File: config.mk
export PLATFORM = sky130hd
export DESIGN_NAME = lph_ctrl
export DESIGN_NICKNAME = d
export VERILOG_FILES = /design/src/design/lph_pkg.sv /design/src/design/lph_ctrl.sv
export SDC_FILE = /design/constraint.sdc
export NUM_CORES = 1
export LEC_CHECK = 0
export BUFFER_PORTS_ARGS = -buffer_cell sky130_fd_sc_hd__buf_2
export CAP_MARGIN = 20
export CORE_ASPECT_RATIO = 1.4
export CORE_MARGIN = 3
export CORE_UTILIZATION = 45
export CTS_BUF_LIST = sky130_fd_sc_hd__clkbuf_4 sky130_fd_sc_hd__clkbuf_8
export DETAILED_ROUTE_END_ITERATION = 10
export HOLD_SLACK_MARGIN = 0.08
export PLACE_DENSITY = 0.78
export SYNTH_ARGS = -nofsm -noshare
export SYNTH_HDL_FRONTEND = slang
export SYNTH_SLANG_ARGS = --single-unit
File: constraint.sdc
create_clock -name clk -period 9.6 [get_ports clk]
set_input_delay 1.92 -clock clk [delete_from_list [all_inputs] [get_ports clk]]
set_output_delay 1.92 -clock clk [all_outputs]
set_load 0.1 [all_outputs]
File: src/design/lph_pkg.sv
package lph_pkg;

  localparam int SLOTS = 32;
  localparam int SLOT_W = $clog2(SLOTS);
  localparam int CNT_W = $clog2(SLOTS + 1);
  localparam int KEY_W = 64;
  localparam int VAL_W = 32;

  localparam logic [2:0] ACT_INSERT = 3'd0;
  localparam logic [2:0] ACT_UPDATE = 3'd1;
  localparam logic [2:0] ACT_SET    = 3'd2;
  localparam logic [2:0] ACT_GET    = 3'd3;
  localparam logic [2:0] ACT_DELETE = 3'd4;

  localparam logic [1:0] ST_OK       = 2'd0;
  localparam logic [1:0] ST_NOTFOUND = 2'd1;
  localparam logic [1:0] ST_EXISTS   = 2'd2;
  localparam logic [1:0] ST_FULL     = 2'd3;

  localparam logic [6:0] THRESH_RESET = 7'd60;

  typedef struct packed {
    logic [2:0]  action;
    logic [63:0] key_bytes;
    logic [3:0]  key_length;
    logic [31:0] value_in;
  } in_item_t;

  typedef struct packed {
    logic [1:0]  status;
    logic [31:0] value_out;
    logic [5:0]  element_total;
    logic        load_high;
  } out_item_t;

  // datapath commands
  typedef struct packed {
    logic load;       // capture item, start hash
    logic hash_step;  // one key byte into the hash
    logic probe_init; // cursor to home slot
    logic probe_next; // advance cursor
    logic do_insert;
    logic do_update;
    logic del_init;   // clear hit slot, start shift
    logic shift_move; // move cursor entry into hole
    logic shift_next;
    logic cnt_inc;
    logic cnt_dec;
  } lph_cmd_t;

  typedef struct packed {
    logic hash_done;
    logic slot_used;  // current cursor slot occupied
    logic slot_match;
    logic probe_last; // cursor is on the last slot of the probe
    logic shift_wrap; // shift cursor back at deleted slot
    logic shift_fit;  // entry may move into the hole
    logic [2:0] action;
  } lph_stat_t;

endpackage

File: src/design/lph_ctrl.sv
module lph_ctrl (
  input  logic               clk,
  input  logic               rst_n,
  input  logic               in_valid,
  output logic               in_stall,
  output logic               out_valid,
  input  logic               out_stall,
  input  lph_pkg::lph_stat_t stat,
  input  logic [31:0]        found_value,
  input  logic [lph_pkg::CNT_W-1:0] count,
  input  logic [6:0]         thresh,
  output lph_pkg::lph_cmd_t  cmd,
  output lph_pkg::out_item_t out_item
);
  typedef enum logic [2:0] {S_IDLE, S_HASH, S_PROBE, S_SHIFT, S_FIN, S_OUT} state_t;
  state_t state_r, state_nxt;
  logic [1:0]  st_r, st_nxt;
  logic [31:0] val_r, val_nxt;
  logic        high_r, high_nxt;
  logic [12:0] load_c;

  assign load_c = (13'(count) * 13'd100) >> lph_pkg::SLOT_W;

  always_comb begin
    cmd = '0;
    state_nxt = state_r;
    st_nxt = st_r;
    val_nxt = val_r;
    high_nxt = high_r;
    case (state_r)
      S_IDLE: begin
        if (in_valid) begin
          cmd.load = 1'b1;
          st_nxt = lph_pkg::ST_OK;
          val_nxt = '0;
          high_nxt = (load_c >= 13'(thresh));
          state_nxt = S_HASH;
        end
      end
      S_HASH: begin
        if (stat.hash_done) begin
          cmd.probe_init = 1'b1;
          state_nxt = (stat.action > lph_pkg::ACT_DELETE) ? S_OUT : S_PROBE;
        end else begin
          cmd.hash_step = 1'b1;
        end
      end
      S_PROBE: begin
        if (!stat.slot_used || stat.slot_match) begin
          state_nxt = S_OUT;
          if (stat.action == lph_pkg::ACT_INSERT ||
              (stat.action == lph_pkg::ACT_SET && !stat.slot_used)) begin
            if (stat.slot_used) st_nxt = lph_pkg::ST_EXISTS;
            else begin
              cmd.do_insert = 1'b1;
              cmd.cnt_inc = 1'b1;
            end
          end else if (!stat.slot_used) begin
            st_nxt = lph_pkg::ST_NOTFOUND;
          end else begin
            val_nxt = found_value;
            if (stat.action == lph_pkg::ACT_UPDATE || stat.action == lph_pkg::ACT_SET)
              cmd.do_update = 1'b1;
            else if (stat.action == lph_pkg::ACT_DELETE) begin
              cmd.del_init = 1'b1;
              cmd.cnt_dec = 1'b1;
              state_nxt = S_SHIFT;
            end
          end
        end else if (stat.probe_last) begin
          state_nxt = S_OUT;
          if (stat.action == lph_pkg::ACT_INSERT || stat.action == lph_pkg::ACT_SET)
            st_nxt = lph_pkg::ST_FULL;
          else st_nxt = lph_pkg::ST_NOTFOUND;
        end else begin
          cmd.probe_next = 1'b1;
        end
      end
      S_SHIFT: begin
        if (stat.shift_wrap || !stat.slot_used) state_nxt = S_OUT;
        else if (stat.shift_fit) cmd.shift_move = 1'b1;
        else cmd.shift_next = 1'b1;
      end
      S_FIN: state_nxt = S_OUT;
      S_OUT: if (!out_stall) state_nxt = S_IDLE;
      default: state_nxt = S_IDLE;
    endcase
  end

  always_ff @(posedge clk) begin
    if (!rst_n) begin
      state_r <= S_IDLE;
    end else begin
      state_r <= state_nxt;
    end
    st_r <= st_nxt;
    val_r <= val_nxt;
    high_r <= high_nxt;
  end

  assign in_stall = (state_r != S_IDLE);
  assign out_valid = (state_r == S_OUT);
  assign out_item.status = st_r;
  assign out_item.value_out = val_r;
  assign out_item.element_total = 6'(count);
  assign out_item.load_high = high_r;
endmodule
Yosys cells after proc, flatten, opt, wreduce, memory -nomap -nowiden
Index checks and enable logic that the tools add are counted.
- register bits after elaboration: 38
- bits of input ports: 58
- logic and storage cells: 89
- $mul: 1
- magnitude comparators: 2
- equal/unequal tests: 18
- mux-type cells: 49
- reduce and logical (&&, ||, !) cells: 15
- operator list (operator ; number):
    2-to-1 mux 32 bit ; 4
    one-hot mux 32 bit (2 select lines) ; 1
    2-to-1 mux 3 bit ; 12
    2-to-1 mux 2 bit ; 14
    one-hot mux 3 bit (6 select lines) ; 1
    2-to-1 mux 1 bit ; 15
    AND reduction 5 bit ; 3
    inequality test 2 bit (second input constant) ; 7
    multiplier 6 x 5 -> 11 bit (second input constant) ; 1
    == test 3 x 2 -> 1 bit (second input constant) ; 3
    == test 3 bit (second input constant) ; 3
    greater-or-equal comparator 8 x 7 -> 1 bit ; 1
    inequality test 4 bit (second input constant) ; 2
    == test 3 x 1 -> 1 bit (second input constant) ; 2
    zero test 3 bit ; 2
    logical OR 1 bit ; 5
    2-to-1 mux 4 bit ; 1
    one-hot mux 2 bit (2 select lines) ; 1
    > comparator 3 bit (second input constant) ; 1
    inequality test 3 bit (second input constant) ; 1
    nonzero test 3 bit ; 1
    AND reduction 2 bit ; 1
    nonzero test 2 bit ; 1
    logical AND 1 bit ; 1
    zero test 1 bit ; 1

Longest topological paths before layout
- depth in word-level cells: 7
- mapped depth: 12

Least setup slack after synthesis
Ideal clock, no wire load.
- path type: in2out
- from: input stat[8] (netlist bit)
- to: output cmd[8] (netlist bit)
- path slack: 3.578 ns
- buffers on the path: 0
- cell stages on the path: 1
- data arrival time: 4.102 ns
- cell sequence: nor3b_1
- cells in the longest elaborated chain, start to end: 2
- ends and longest elaborated chain (element ; line ; RTL):
    start: declaration ; lph_ctrl.sv:8 ; input lph_pkg::lph_stat_t stat,
    2-to-1 mux 1 bit ; lph_ctrl.sv:41 ; if (stat.hash_done) begin
    2-to-1 mux 2 bit ; lph_ctrl.sv:30 ; case (state_r)
    end: declaration ; lph_ctrl.sv:12 ; output lph_pkg::lph_cmd_t cmd,
No other way between the ends.

==> reports/results.tsv <==
metric	value	unit
Cell variety after synth	43	
GRT Util Overall	16.2	%
DP Cell Count	367	
Max IR drop VDD	0.0750	mV
gpl congestion	0.799	
hold_buf cts	0	
DRT antenna net count	0	
reg2reg setup slack	7440	ps
R2R depth	4	
initial antenna violation count	0	
Worst-path clk slew	70	ps
Resized cells post-CTS	0	
GRT overflow	0	
leakage	1.51	nW
commonest non-fill, non-tap cell in the layout	buf_2	
synthesized area	2350	um2
final cell count without fillers	375	
Clock Sinks	38	
setup ws final	4640	ps
cell count after synthesis	206	
Rows	30	
Worst Max-Slew Pin Slew	1020	ps
Slowest cell on crit path	buf_2	
Placed Area	2910	um2
sequential share of power	33.2	%
status	complete, no violations	
Post-Synth Adder-Cell Area	16.9	%
register area	1110	um2
# DRC	0	
vias	1851	
Synth Area in Compound Gates	8.85	%
Net Count, Synth	295	
filler cell count	419	
worst hold slack	621	ps
register area share after synthesis	47.4	%
fin nets	399	
die area	6130	um2
multi-input logic area	1100	um2
Setup violations, final	0	
Max-slew headroom	32.0	%
1st-pass router iterations	4	
drt wl/cell	12.8	um
clock share of power	24.6	%
total power	633	uW
Slew Viols, Final	0	
Core Area	4950	um2
mux contribution to synthesized area	0	%
Post-Route Skew	2.19	ps
Synth Warn #	0	
Post-Route WL	4.78	mm
Int Power	363	uW
Crit Path Max Fanout	6	
die width	67.0	um
IO buf count	111	
Most used DFF post-synth	edfxtp_1	
hold depth	2	
RSZ-0062 raised after global routing	no	
largest net degree at the start of global routing	37	
Post-Syn Area per Cell	11.4	um2
main combinational cell family by area after synthesis	simple AND/OR/NAND/NOR gates	
ANT cells	0	
FMAX	202	MHz
simple-gate share of the synthesized area	18.3	%
pwr dens	208	nW/um2
dpl ws	4620	ps
CP Data Required Time	7680	ps
Max Buffers Root-to-Sink	2	
H-tree depth	2	
TritonCTS buffer count	5	
initial DRC count	113	
worst-skew pair later-pin latency	280	ps
Worst Setup End Kind	output pin	
Design Area, Final	3040	um2
vias per cell	4.94	
initial core utilization	47.3	%
vias in the first global route	1746	
Root Buffer	clkbuf_8	
Setup TNS	0	ps
Worst EP arrival	3040	ps
CP cell instances	buf_2, nor2_1, nand2_1, nor2_1, buf_2	
Period Utilization, post-route	51.7	%
global-route wire length before repair	7.79	mm
CP max stage delay	480	ps
Seq cells post-synth	38	
Hold Violations, Final	0	
height of the die	91.4	um
CTS tree	built	
Setup Buffers After CTS	0	
Net Switching	269	uW
HP Class	reg2reg	
share of cells above drive strength 1	39.5	%
Area Overhead vs Synth	29.7	%
ys async rst share	0	%
Setup Crit Path Kind	in2out	
Layout Utilization	61.4	%
max-cap violation count	0	
most frequent cells in the layout	buf_2, edfxtp_1, and2_1	
HPWL after detailed placement	3.85	mm
Sw Ratio	42.6	%
# IOs	112	
minimum clock period	4960	ps
EDFF count, synth	35	
Synth Area in XOR/XNOR	2.24	%
Worst Setup Start Kind	input port	
Comb pwr share	42.2	%
-- power by group through the flow --
| stage | registers (mW) | logic [mW] | clock network, mW |
|---|---|---|---|
| 2_1_floorplan | 0.326 | 0.111 | 0 |
| 3_3_place_gp | 0.214 | 0.266 | 0 |
| 3_5_place_dp | 0.214 | 0.268 | 0 |
| 4_1_cts | 0.210 | 0.269 | 0.159 |
| 5_1_grt | 0.212 | 0.286 | 0.166 |
| 6_report | 0.210 | 0.267 | 0.156 |
-- registers in the layout, summed over array words and instances, names as in the netlist --
name / count
state_r: 3
val_r: 32
st_r: 2
high_r: 1
-- synth_stat cells, types with 2 or more instances --
| library cell | instances | area share (%) |
|---|---|---|
| a211oi_1 | 4 | 1.3 |
| nor2_1 | 12 | 1.9 |
| nor3_1 | 3 | 0.64 |
| edfxtp_1 | 35 | 45 |
| o31ai_1 | 2 | 0.64 |
| a21o_1 | 2 | 0.64 |
| nand2_1 | 4 | 0.64 |
| xnor2_1 | 3 | 1.1 |
| a21oi_1 | 8 | 1.7 |
| o21ai_1 | 2 | 0.43 |
| ha_1 | 30 | 16 |
| o21ai_0 | 3 | 0.64 |
| nand3_1 | 2 | 0.43 |
| inv_1 | 15 | 2.4 |
| nor4_1 | 2 | 0.53 |
| xor2_1 | 3 | 1.1 |
| dfxtp_1 | 3 | 2.6 |
| buf_4 | 9 | 2.9 |
| buf_2 | 2 | 0.43 |
| and2_1 | 34 | 9.1 |
| clkbuf_1 | 4 | 0.64 |
| o211ai_1 | 2 | 0.64 |
| nor2b_1 | 2 | 0.53 |
-- final timing paths --
path,start,end
max reg2reg,state_r[1]$_SDFFE_PN0P_,st_r[0]$_SDFFCE_PN0P_
min reg2reg,state_r[2]$_SDFFE_PN0P_,state_r[2]$_SDFFE_PN0P_
max,stat[2],cmd[6]
min,state_r[2]$_SDFFE_PN0P_,state_r[2]$_SDFFE_PN0P_
-- cell families after synthesis --
group / Yosys count
buf+inv: 30
simple gates: 70
compound gates: 31
fa+ha+maj: 31
flops: 38
xor+xnor: 6
-- worst max-delay path: cells and delay by family --
kind	cells	cell delay (ps)
buffers and inverters	2	610
and+or+nand+nor	3	510
-- area by class of cell --
class                           count  area share, %
Sequential cell                    38           36.5
Multi-Input combinational cell    138           36.1
Timing Repair Buffer              112           18.5
Tap cell                           64           2.63
Clock buffer                        5           2.26
Clock inverter                      3           2.10
Inverter                           15           1.85
-- layer usage --
layer	track usage, %	part of all wire (%)
met1	19.3	39
met2	27.9	50
met3	2.72	8.7
met4	6.60	2.0
met5	0	0
No activity file was read; power rests on OpenSTA's default activity.
